### src/hdl/fbpa_pkg.sv
// Shared types and constants for the fixed-size block pool allocator.
// Used by fbpa_ctrl, fbpa_datapath, fixed_block_pool_allocator and fbpa_checker.
`timescale 1ns / 1ps
`default_nettype none

package fbpa_pkg;

    localparam int MAX_BLOCKS_DEF = 64;
    localparam int ADDR_BITS_DEF  = 32;

    // Fixed widths of the request, result and register fields
    localparam int ADDR_W   = 32;
    localparam int STATUS_W = 3;
    localparam int COUNT_W  = 7;
    localparam int BSZ_W    = 5;
    localparam int ALIGN_W  = 4;
    localparam int TOTAL_W  = 7;
    localparam int CFG_IDX_W = 2;

    // Register values after reset
    localparam logic [ADDR_W-1:0]  BASE_RST  = 32'd4096;
    localparam logic [BSZ_W-1:0]   BSZ_RST   = 5'd6;
    localparam logic [ALIGN_W-1:0] ALIGN_RST = 4'd3;
    localparam logic [TOTAL_W-1:0] TOTAL_RST = 7'd64;

    typedef enum logic [STATUS_W-1:0] {
        ST_OK           = 3'd0,
        ST_POOL_EMPTY   = 3'd1,
        ST_NULL_ADDR    = 3'd2,
        ST_POOL_FULL    = 3'd3,
        ST_MISALIGNED   = 3'd4,
        ST_ALREADY_FREE = 3'd5
    } t_status;

    typedef enum logic [CFG_IDX_W-1:0] {
        CFG_BASE  = 2'd0,
        CFG_BSZ   = 2'd1,
        CFG_ALIGN = 2'd2,
        CFG_TOTAL = 2'd3
    } t_cfg_idx;

    // Commands from the controller to the datapath
    typedef struct packed {
        logic    capture;
        logic    pop_read;
        logic    pop_take;
        logic    take_unused;
        logic    scan_start;
        logic    scan_step;
        logic    push;
        logic    emit;
        t_status code;
    } t_cmd;

    // Status from the datapath to the controller
    typedef struct packed {
        logic is_null;
        logic is_full;
        logic misaligned;
        logic stack_nonempty;
        logic unused_nonempty;
        logic stack_room;
        logic scan_done;
        logic hit;
    } t_sts;

endpackage

`default_nettype wire

### src/hdl/fbpa_ctrl.sv
// Request sequencer of the block pool allocator.
// Depends on fbpa_pkg for the command and status structs and the status codes.
`timescale 1ns / 1ps
`default_nettype none

module fbpa_ctrl (
    input  wire              i_clk,
    input  wire              i_rst_n,
    input  wire              start,
    input  wire              i_kind,
    input  fbpa_pkg::t_sts   i_sts,
    output fbpa_pkg::t_cmd   o_cmd,
    output logic             busy
);

    typedef enum logic [2:0] {
        S_IDLE,
        S_DECIDE,
        S_POP_WAIT,
        S_CHECK,
        S_SCAN,
        S_EMIT
    } t_state;

    t_state            r_state, n_state;
    fbpa_pkg::t_status r_code,  n_code;

    assign busy = (r_state != S_IDLE);

    always_comb begin
        n_state = r_state;
        n_code  = r_code;
        o_cmd   = '0;
        o_cmd.code = r_code;
        unique case (r_state)
            S_IDLE: begin
                if (start) begin
                    o_cmd.capture = 1'b1;
                    n_state = i_kind ? S_CHECK : S_DECIDE;
                end
            end
            S_DECIDE: begin
                if (i_sts.stack_nonempty) begin
                    o_cmd.pop_read = 1'b1;
                    n_state = S_POP_WAIT;
                end else if (i_sts.unused_nonempty) begin
                    o_cmd.take_unused = 1'b1;
                    n_code  = fbpa_pkg::ST_OK;
                    n_state = S_EMIT;
                end else begin
                    n_code  = fbpa_pkg::ST_POOL_EMPTY;
                    n_state = S_EMIT;
                end
            end
            S_POP_WAIT: begin
                o_cmd.pop_take = 1'b1;
                n_code  = fbpa_pkg::ST_OK;
                n_state = S_EMIT;
            end
            S_CHECK: begin
                if (i_sts.is_null) begin
                    n_code  = fbpa_pkg::ST_NULL_ADDR;
                    n_state = S_EMIT;
                end else if (i_sts.is_full) begin
                    n_code  = fbpa_pkg::ST_POOL_FULL;
                    n_state = S_EMIT;
                end else if (i_sts.misaligned) begin
                    n_code  = fbpa_pkg::ST_MISALIGNED;
                    n_state = S_EMIT;
                end else begin
                    o_cmd.scan_start = 1'b1;
                    n_state = S_SCAN;
                end
            end
            S_SCAN: begin
                if (!i_sts.scan_done) begin
                    o_cmd.scan_step = 1'b1;
                end else begin
                    n_state = S_EMIT;
                    if (i_sts.hit) begin
                        n_code = fbpa_pkg::ST_ALREADY_FREE;
                    end else if (i_sts.stack_room) begin
                        o_cmd.push = 1'b1;
                        n_code = fbpa_pkg::ST_OK;
                    end else begin
                        n_code = fbpa_pkg::ST_POOL_FULL;
                    end
                end
            end
            S_EMIT: begin
                o_cmd.emit = 1'b1;
                n_state = S_IDLE;
            end
            default: begin
                n_state = S_IDLE;
            end
        endcase
    end

    always_ff @(posedge i_clk) begin
        if (!i_rst_n) begin
            r_state <= S_IDLE;
            r_code  <= fbpa_pkg::ST_OK;
        end else begin
            r_state <= n_state;
            r_code  <= n_code;
        end
    end

endmodule

`default_nettype wire

### src/hdl/fbpa_datapath.sv
// Datapath of the block pool allocator: registers, freed-block stack memory,
// scan counters and result registers. Depends on fbpa_pkg.
`timescale 1ns / 1ps
`default_nettype none

module fbpa_datapath #(
    parameter int MAX_BLOCKS = fbpa_pkg::MAX_BLOCKS_DEF,
    parameter int ADDR_BITS  = fbpa_pkg::ADDR_BITS_DEF
) (
    input  wire                              i_clk,
    input  wire                              i_rst_n,
    input  fbpa_pkg::t_cmd                   i_cmd,
    output fbpa_pkg::t_sts                   o_sts,
    input  wire [fbpa_pkg::ADDR_W-1:0]       i_block_address,
    input  wire                              i_cfg_valid,
    input  wire [fbpa_pkg::CFG_IDX_W-1:0]    i_cfg_index,
    input  wire [fbpa_pkg::ADDR_W-1:0]       i_cfg_data,
    output logic                             o_done,
    output logic [fbpa_pkg::STATUS_W-1:0]    o_status,
    output logic [fbpa_pkg::ADDR_W-1:0]      o_granted_address,
    output logic [fbpa_pkg::COUNT_W-1:0]     o_available_count
);

    localparam int AW = ADDR_BITS;
    localparam int DW = $clog2(MAX_BLOCKS);
    localparam int CW = $clog2(MAX_BLOCKS + 1);

    // Configuration registers
    logic [fbpa_pkg::ADDR_W-1:0]  r_base;
    logic [fbpa_pkg::BSZ_W-1:0]   r_bsz;
    logic [fbpa_pkg::ALIGN_W-1:0] r_align;
    logic [fbpa_pkg::TOTAL_W-1:0] r_total;

    // Pool state
    logic [CW-1:0] r_depth;
    logic [CW-1:0] r_next;
    logic [AW-1:0] r_mem [MAX_BLOCKS];
    logic [AW-1:0] r_rd_data;

    // Request and scan registers
    logic [AW-1:0] r_addr;
    logic [AW-1:0] r_grant;
    logic [CW-1:0] r_idx;
    logic [CW-1:0] r_uidx;
    logic [AW-1:0] r_ublk;
    logic          r_sv;
    logic          r_hit;

    logic [CW-1:0] eff_total;
    logic [CW-1:0] unused_cnt;
    logic [CW:0]   avail;
    logic [CW-1:0] depth_m1;
    logic [DW-1:0] rd_addr;
    logic [AW-1:0] stride;
    logic [AW-1:0] next_blk;
    logic [AW-1:0] amask;
    logic          stack_live;
    logic          unused_live;

    assign eff_total  = (int'(r_total) > MAX_BLOCKS) ? CW'(MAX_BLOCKS) : CW'(r_total);
    assign unused_cnt = (r_next < eff_total) ? (eff_total - r_next) : '0;
    assign avail      = {1'b0, r_depth} + {1'b0, unused_cnt};
    assign depth_m1   = r_depth - CW'(1);
    assign stride     = AW'(1) << r_bsz;
    assign next_blk   = AW'(r_base) + (AW'(r_next) << r_bsz);
    assign amask      = (AW'(1) << r_align) - AW'(1);
    assign stack_live = (r_idx < r_depth);
    assign unused_live = (r_uidx < eff_total);
    assign rd_addr    = i_cmd.pop_read ? depth_m1[DW-1:0] : r_idx[DW-1:0];

    always_comb begin
        o_sts.is_null         = (r_addr == '0);
        o_sts.is_full         = (avail >= {1'b0, eff_total});
        o_sts.misaligned      = |(r_addr & amask);
        o_sts.stack_nonempty  = (r_depth != '0);
        o_sts.unused_nonempty = (unused_cnt != '0);
        o_sts.stack_room      = (int'(r_depth) < MAX_BLOCKS);
        o_sts.scan_done       = !stack_live && !unused_live && !r_sv;
        o_sts.hit             = r_hit;
    end

    // Configuration writes
    always_ff @(posedge i_clk) begin
        if (!i_rst_n) begin
            r_base  <= fbpa_pkg::BASE_RST;
            r_bsz   <= fbpa_pkg::BSZ_RST;
            r_align <= fbpa_pkg::ALIGN_RST;
            r_total <= fbpa_pkg::TOTAL_RST;
        end else if (i_cfg_valid) begin
            unique case (fbpa_pkg::t_cfg_idx'(i_cfg_index))
                fbpa_pkg::CFG_BASE:  r_base  <= i_cfg_data;
                fbpa_pkg::CFG_BSZ:   r_bsz   <= i_cfg_data[fbpa_pkg::BSZ_W-1:0];
                fbpa_pkg::CFG_ALIGN: r_align <= i_cfg_data[fbpa_pkg::ALIGN_W-1:0];
                fbpa_pkg::CFG_TOTAL: r_total <= i_cfg_data[fbpa_pkg::TOTAL_W-1:0];
                default: ;
            endcase
        end
    end

    // Stack memory: one write port, one registered read port
    always_ff @(posedge i_clk) begin
        if (i_cmd.push) begin
            r_mem[r_depth[DW-1:0]] <= r_addr;
        end
        r_rd_data <= r_mem[rd_addr];
    end

    // Pool state and scan control
    always_ff @(posedge i_clk) begin
        if (!i_rst_n) begin
            r_depth <= '0;
            r_next  <= '0;
            r_sv    <= 1'b0;
            r_hit   <= 1'b0;
            r_idx   <= '0;
            r_uidx  <= '0;
            o_done  <= 1'b0;
        end else begin
            o_done <= i_cmd.emit;
            if (i_cmd.pop_read) begin
                r_depth <= depth_m1;
            end else if (i_cmd.push) begin
                r_depth <= r_depth + CW'(1);
            end
            if (i_cmd.take_unused) begin
                r_next <= r_next + CW'(1);
            end
            if (i_cmd.scan_start) begin
                r_idx  <= '0;
                r_uidx <= r_next;
                r_sv   <= 1'b0;
                r_hit  <= 1'b0;
            end else if (i_cmd.scan_step) begin
                r_sv <= stack_live;
                if (stack_live) begin
                    r_idx <= r_idx + CW'(1);
                end
                if (unused_live) begin
                    r_uidx <= r_uidx + CW'(1);
                end
                if ((r_sv && (r_rd_data == r_addr)) ||
                    (unused_live && (r_ublk == r_addr))) begin
                    r_hit <= 1'b1;
                end
            end
        end
    end

    // Payload registers
    always_ff @(posedge i_clk) begin
        if (i_cmd.capture) begin
            r_addr  <= AW'(i_block_address);
            r_grant <= '0;
        end else if (i_cmd.pop_take) begin
            r_grant <= r_rd_data;
        end else if (i_cmd.take_unused) begin
            r_grant <= next_blk;
        end
        if (i_cmd.scan_start) begin
            r_ublk <= next_blk;
        end else if (i_cmd.scan_step) begin
            r_ublk <= r_ublk + stride;
        end
        if (i_cmd.emit) begin
            o_status          <= i_cmd.code;
            o_granted_address <= fbpa_pkg::ADDR_W'(r_grant);
            o_available_count <= fbpa_pkg::COUNT_W'(avail);
        end
    end

endmodule

`default_nettype wire

### src/hdl/fixed_block_pool_allocator.sv
// An allocation passes the decide, pop-wait and emit states, and emit registers the result
// strobe (a never-used block skips pop-wait); a free rejected early goes from check to emit,
// else the scan first reads one stacked entry per cycle through the single memory port.
// Throughput: one request at a time; busy falls in the cycle that carries the result.
// The receiver cannot stall: each result shows for exactly one cycle on o_done.
// Reset (synchronous, active low) empties the pool and restores default registers.
`timescale 1ns / 1ps
`default_nettype none

module fixed_block_pool_allocator #(
    parameter int MAX_BLOCKS = fbpa_pkg::MAX_BLOCKS_DEF,
    parameter int ADDR_BITS  = fbpa_pkg::ADDR_BITS_DEF
) (
    input  wire                              i_clk,
    input  wire                              i_rst_n,
    // Request channel
    input  wire                              start,
    output logic                             busy,
    input  wire                              i_kind,
    input  wire [fbpa_pkg::ADDR_W-1:0]       i_block_address,
    // Result channel
    output logic                             o_done,
    output logic [fbpa_pkg::STATUS_W-1:0]    o_status,
    output logic [fbpa_pkg::ADDR_W-1:0]      o_granted_address,
    output logic [fbpa_pkg::COUNT_W-1:0]     o_available_count,
    // Register write channel
    input  wire                              i_cfg_valid,
    output logic                             o_cfg_ready,
    input  wire [fbpa_pkg::CFG_IDX_W-1:0]    i_cfg_index,
    input  wire [fbpa_pkg::ADDR_W-1:0]       i_cfg_data
);

    fbpa_pkg::t_cmd cmd;
    fbpa_pkg::t_sts sts;

    // Register writes are taken on every cycle that i_cfg_valid is high, so the channel never pushes back.
    assign o_cfg_ready = 1'b1;

    // Sequencer: accept a request when idle, walk the checks, drive the datapath.
    fbpa_ctrl u_ctrl (
        .i_clk   (i_clk),
        .i_rst_n (i_rst_n),
        .start   (start),
        .i_kind  (i_kind),
        .i_sts   (sts),
        .o_cmd   (cmd),
        .busy    (busy)
    );

    // Datapath: hold registers, the freed-block stack and the result registers.
    // A free request scans stacked entries and never-used blocks side by side,
    // one of each per cycle, and only then pushes.
    fbpa_datapath #(
        .MAX_BLOCKS (MAX_BLOCKS),
        .ADDR_BITS  (ADDR_BITS)
    ) u_datapath (
        .i_clk             (i_clk),
        .i_rst_n           (i_rst_n),
        .i_cmd             (cmd),
        .o_sts             (sts),
        .i_block_address   (i_block_address),
        .i_cfg_valid       (i_cfg_valid),
        .i_cfg_index       (i_cfg_index),
        .i_cfg_data        (i_cfg_data),
        .o_done            (o_done),
        .o_status          (o_status),
        .o_granted_address (o_granted_address),
        .o_available_count (o_available_count)
    );

endmodule

`default_nettype wire

### config.mk
export PLATFORM = sky130hd
export DESIGN_NAME = fixed_block_pool_allocator
export DESIGN_NICKNAME = d
export VERILOG_FILES = /design/src/hdl/fbpa_pkg.sv /design/src/hdl/fbpa_ctrl.sv /design/src/hdl/fbpa_datapath.sv /design/src/hdl/fixed_block_pool_allocator.sv
export SDC_FILE = /design/constraint.sdc
export NUM_CORES = 2
export LEC_CHECK = 0
export ABC_CLOCK_PERIOD_IN_PS = 7800
export BUFFER_PORTS_ARGS = -buffer_cell sky130_fd_sc_hd__buf_2
export CAP_MARGIN = 20
export CORE_ASPECT_RATIO = 1.1
export CORE_MARGIN = 1
export CORE_UTILIZATION = 54
export CTS_BUF_LIST = sky130_fd_sc_hd__clkbuf_2 sky130_fd_sc_hd__clkbuf_4 sky130_fd_sc_hd__clkbuf_8
export DETAILED_ROUTE_END_ITERATION = 10
export PLACE_DENSITY = 0.67
export RECOVER_POWER = 25
export SLEW_MARGIN = 20
export SYNTH_ARGS = -nofsm -noshare
export SYNTH_HDL_FRONTEND = slang
export SYNTH_SLANG_ARGS = --single-unit
### constraint.sdc
create_clock -name i_clk -period 7.8 [get_ports i_clk]
set_clock_uncertainty 0.2 [all_clocks]
set_input_delay 0.78 -clock i_clk [delete_from_list [all_inputs] [get_ports i_clk]]
set_output_delay 0.78 -clock i_clk [all_outputs]
set_load 0.02 [all_outputs]
======== After elaboration in Yosys (flattened, before gate mapping) ========
Memories as Yosys holds them, arrays and structs flattened. A register that Yosys moved wholly into a read port is not among the register bits.
Cells that the tools add are included.
cells by class
  magnitude comparators ................... 6
  bitwise operators ....................... 2
  equal/unequal tests ..................... 14
  shift-type cells ........................ 3
  muxes and demuxes ....................... 49
  add/subtract/negate cells ............... 10
  reductions and logical operators ........ 30
operators by type and width
  cell                   number
  $mux 32                4
  $add 32x32->32         2
  $eq 32x32->1           2
  $mux 7                 7
  $and 32x32->32         1
  $logic_not 32->1       1
  $reduce_or 32->1       1
  $shl 1x4->32 const A   1
  $shl 1x5->32 const A   1
  $shl 7x5->32           1
  $sub 32x2->32 const B  1
  $mux 3                 10
  $add 7x1->7 const B    4
  $mux 1                 22
  $lt 7x7->1             3
  $reduce_and 2->1       8
  $pmux 3 s5             1
  $reduce_bool 7->1      2
  $pmux 3 s4             1
  $add 7x7->8            1
  $ge 8x7->1             1
  $reduce_bool 2->1      4
  $gt 7x7->1 const B     1
  $lt 7x7->1 const B     1
  other kinds (22)       33
word-level totals
  RAM bits ................................ 2048
  logic and storage cells ................. 134
  register bits ........................... 223
  input bits .............................. 71
  memories ................................ 1
  output and inout port bits .............. 45
memory list
  memory            words  width  rd ports  clocked after memory_dff  wr ports  RTL line             source
  u_datapath.r_mem  64     32     1         1                         1         fbpa_datapath.sv:37  logic [AW-1:0] r_mem [MAX_BLOCKS];

======== Depth between registers and ports, before layout ========
  depth after elaboration ................. 11
  mapped depth ............................ 29
  gate-level depth less buffers ........... 27

======== Hierarchy ========
From an unflattened synthesis, not the netlist that was laid out.
second synthesis, totals
  cells, all modules ...................... 5196
  area total of the unflattened synthesis .. 94260.4 sq um
modules (own cells, without submodules)
  module                      instances  sequential area each (sq um)  cells each  area an instance (sq um)
  fbpa_datapath               1          67544.8                       5134        93795.0
  fbpa_ctrl                   1          120.1                         60          454.2
  fixed_block_pool_allocator  1          0.0                           2           11.3

======== Least setup slack after synthesis ========
No wires, ideal clock.
  path type ............................... reg-to-reg
  from .................................... register u_datapath.r_total[6] (netlist name)
  to ...................................... register u_datapath.r_ublk[0], enable pin
  arrival ................................. 5.736 ns
  slack ................................... 1.398 ns
  clock period less this slack ............ 6.402 ns
  buffers on the path ..................... 2
  stages on the path, launching flop included .. 28
  library setup time ...................... 0.466 ns
  data required time ...................... 7.134 ns
  path through ............................ dfxtp_1 inv_1 nand2_1 inv_1 ha_1 nor2b_1 o21a_1 o21bai_1 a21oi_1 nor2_1 a21o_1 nor2_1 ha_1 a21o_1 a21oi_1 o21bai_1 a21oi_1 xnor2_1 ha_1 a211o_1 a21oi_1 o221ai_1 nor2_1 and2_1 clkbuf_1 clkbuf_1 inv_2 o21ai_0
between the ends
  cells in the longest elaborated chain, start to end .. 10
  elaborated cells between the ends (all ways) .. 17
  classes of those cells .................. add/sub: 2; order compare: 4; mux: 7; reduce/logical: 4
RTL lines
  item                                              RTL line              source
  start: declaration                                fbpa_datapath.sv:32   logic [fbpa_pkg::TOTAL_W-1:0] r_total;
  start signal: assignment                          fbpa_datapath.sv:88   r_total <= fbpa_pkg::TOTAL_RST;
  start signal: assignment                          fbpa_datapath.sv:94   fbpa_pkg::CFG_TOTAL: r_total <= i_cfg_data[fbpa_pkg::TOTAL_W-1:0];
  $gt 7x7->1                                        fbpa_datapath.sv:60   assign eff_total = (int'(r_total) > MAX_BLOCKS) ? CW'(MAX_BLOCKS) : CW'(r_total);
  $mux 7 (*)                                        fbpa_datapath.sv:60
  $sub 7x7->7 / $lt 7x7->1 (equally long branches)  fbpa_datapath.sv:61   assign unused_cnt = (r_next < eff_total) ? (eff_total - r_next) : '0;
  $mux 7 (*)                                        fbpa_datapath.sv:61
  $add 7x7->8 (*)                                   fbpa_datapath.sv:62   assign avail = {1'b0, r_depth} + {1'b0, unused_cnt};
  via u_datapath.avail[5]                           fbpa_datapath.sv:51   logic [CW:0] avail;
  $ge 8x7->1 (*)                                    fbpa_datapath.sv:73   o_sts.is_full = (avail >= {1'b0, eff_total});
  $mux 1 (*)                                        fbpa_ctrl.sv:64       end else if (i_sts.is_full) begin
  $mux 1 (*)                                        fbpa_ctrl.sv:61       if (i_sts.is_null) begin
  $mux 1 (*)                                        fbpa_ctrl.sv:35       unique case (r_state)
  $reduce_bool 2->1 (no line) (*)                   --
  end signal: assignment                            fbpa_datapath.sv:160  r_ublk <= next_blk;
  end signal: assignment                            fbpa_datapath.sv:162  r_ublk <= r_ublk + stride;
  end: declaration                                  fbpa_datapath.sv:45   logic [AW-1:0] r_ublk;
The timed path passes the listed nets; every way through them passes the cells marked *.
A chain may end at the register's enable or synchronous reset.

======== Final worst setup path ========
  from .................................... register u_datapath.r_total[6] (netlist name)
  to ...................................... register u_datapath.r_ublk[26], enable pin
The elaborated chain is that of the path after synthesis.

==> qor.txt <==
setup TNS after final layout = 0 ps
synth unique cells = 73
Hold Path Cell Cnt = 4
row cnt = 158
synthesis warning total = 0
Leak = 34.7 nW
number of global-route vias before repair = 51,520
Yosys top cell by area = edfxtp_1
Synth Cell Area = 0.0923 mm2
Slew headroom = -183%
failing checks = capacitance limit, slew limit
Fmax = 152 MHz
Peak VDD IR = 0.314 mV
syn_nets = 5,129
CTS tree = yes
min Tclk post-route = 6600 ps
WL/cell = 31.4 um
CP Class = reg2reg
Post-layout nets = 5,610
GR Util All Layers = 29.0%
via/cell ratio = 6.42
initial antenna violation count = 9
RSZ-0062 raised after global routing = false
share of layout cells above drive strength 1 = 25.1%
post-synth top area share = 70.1%
post-DP HPWL = 144 mm
CTS Root Buffer Type = clkbuf_8
via count = 50,959
die area = 0.172 mm2
number of synthesized register bits = 2,303
outcome = complete, but fails checks
internal power = 24.2 mW
Setup Buffers After CTS = 0
ys async rst share = 0%
CP Launch Type = register
pin count of the biggest net entering global routing = 72
HP Class = in2reg
crit share post-route = 84.6%
Avg Inst Size Synth = 18.6 um2
Max FO, Critical Path = 33
Clock Latency Late Sink = 1070 ps
gr ovfl total = 0
Die X = 396 um
reg2reg path depth = 26
die height = 436 um
# setup viols final = 0
Post-synth top flop = edfxtp_1
Final Routed Wirelength = 249 mm
cell area after layout = 0.104 mm2
drt pass-1 iters = 6
CP arrival = 7050 ps
Worst setup startpoint = u_datapath.r_total[6]
clk sinks = 2,303
Logic pwr share = 30.4%
max-slew violation count = 1,692
CTS Buf Count = 372
pwr dens = 345 mW/mm2
top post-synthesis cells by count = edfxtp_1, mux4_2, a22oi_1
Clock Pin Slew Worst Setup and Hold Paths = 60 ps
Longest Clk Path Bufs = 4
initial core utilization = 54.6%
number of routed nets with antenna violations = 0
Worst Hold Launch = i_cfg_index[0]
final hold violations = 0
power share of the clock group = 27.7%
max-cap viol count = 25
Worst-Margin Slew = 4250 ps
Power Total = 35.9 mW
Sw Share = 32.5%
dpl cell area = 0.0964 mm2
Net Sw Power = 11.6 mW
EDFF count, synth = 2,154
count leader, synth = edfxtp_1
sequential share of the synthesized area = 73.3%
Residual DRC = 0
sequential power share = 41.9%
Worst R2R Start = u_datapath.r_total[6]
Post-Synthesis Cells = 4,951
core area = 0.169 mm2
Placer Congestion = 0.897
Port Buf Inserts = 114
layout overhead on the synthesized area = 12.8%
# IOs = 116
CTS H-tree depth = 5
first-pass GRT wire length = 356 mm
Worst Path Required = 8250 ps
drt initial violations = 6,612
top area cells in the synthesized netlist = edfxtp_1, mux4_2, dfxtp_1
nature of the critical path endpoint = register
==> final cells by class <==
| cell class | instances | area (um2) |
|---|---|---|
| Multi-Input combinational cell | 2326 | 23600 |
| Antenna cell | 3 | 7.51 |
| Fill cell | 12005 | 65000 |
| Timing Repair Buffer | 363 | 2800 |
| Tap cell | 2240 | 2800 |
| Clock buffer | 503 | 6220 |
| Sequential cell | 2303 | 67700 |
| Clock inverter | 135 | 764 |
| Inverter | 66 | 248 |
==> cells by family (layout without fill, tap and decap cells) <==
kind of cell	after synthesis	count (layout)	share of synthesized area (%)
flops	2303	2303	73.3
compound gates	848	848	5.94
simple gates	681	681	3.28
mux	543	543	12.8
buf+inv	322	1067	1.72
xor+xnor	146	146	1.39
fa+ha+maj	107	107	1.48
other cells	1	4	0.00406
==> worst max-delay path: stages (launching register included) <==
cell and delay, ps:
dfxtp_1 400, inv_1 130, nand2_1 180, inv_1 80, ha_1 290, nor2b_1 130
o21a_1 190, o21bai_1 180, a21oi_1 130, nor2_1 220, a21o_1 220, nor2_1 100
ha_1 290, a21o_1 170, a21oi_1 220, o21bai_1 120, a21oi_1 180, xnor2_1 170
ha_1 280, a211o_1 290, a21oi_1 120, o221ai_1 250, nor2_1 210, and2_2 610
inv_2 260, o21ai_2 100, buf_4 440
==> state kept, by name (all words and copies together) (netlist names), 4 cells and up <==
signal	cells
u_datapath.o_available_count	7
u_datapath.o_granted_address	32
u_datapath.r_addr	32
u_datapath.r_align	4
u_datapath.r_base	32
u_datapath.r_bsz	5
u_datapath.r_depth	7
u_datapath.r_grant	32
u_datapath.r_idx	7
u_datapath.r_mem	2048
u_datapath.r_next	7
u_datapath.r_rd_data	32
u_datapath.r_total	7
u_datapath.r_ublk	32
u_datapath.r_uidx	7
==> stage by stage <==
step	hold slack (ps)	utilization, %	worst slack [ps]	instances
detailed placement	218	57.0	1370	7223
floorplan	203	-	1400	4951
finish	144	61.6	1200	7939
CTS	29.8	61.6	1290	7935
global placement	214	57.0	1430	7220
global route	93.4	61.6	821	7939
==> cell usage in the layout, fill, tap and decap left out, drive strengths merged, types with 17 or more instances in the layout <==
cell type	instances
nand3	42
xnor2	99
ha	103
and2	17
dfxtp	149
nor3	25
xor2	47
nor2	229
a211oi	41
nand2b	24
clkinv	122
mux4	512
a21o	40
nand4	27
inv	68
edfxtp	2154
buf	261
o21ai	86
clkbuf	531
mux2i	29
dlygate4sd3	74
a21oi	283
a22oi	285
nand2	250
==> final timing paths <==
check	end	slack, ps
max	u_datapath.r_ublk[26]	1200
max reg2reg	u_datapath.r_ublk[26]	1200
min reg2reg	u_datapath.o_granted_address[15]	230
min	u_datapath.r_align[2]	140
==> repair_timing <==
action | 4_1_cts | 5_1_grt
endpoints found under the setup margin | 0 | 0
hold buffers | 74 | 0
endpoints found under the hold margin | 87 | 0
resized for setup | 0 | 0
==> power groups by stage <==
stage / logic [mW] / clock network [mW] / registers (mW)
floorplan: 7.16 / 0 / 15.2
global placement: 10.8 / 0 / 15.1
detailed placement: 10.9 / 0 / 15.1
CTS: 11.0 / 10.1 / 14.9
global route: 11.5 / 10.6 / 15.0
finish: 10.9 / 9.94 / 15.0
==> layer usage <==
| metal | routed length, um | track usage, % | vias to the layer above |
|---|---|---|---|
| met5 | 14 | 0 | - |
| met2 | 121000 | 46.9 | 2751 |
| met1 | 94200 | 38.4 | 26499 |
| met4 | 11000 | 12.2 | 2 |
| li1 | - | - | 21181 |
| met3 | 22600 | 5.92 | 526 |
(Power assumes the default switching activity.)
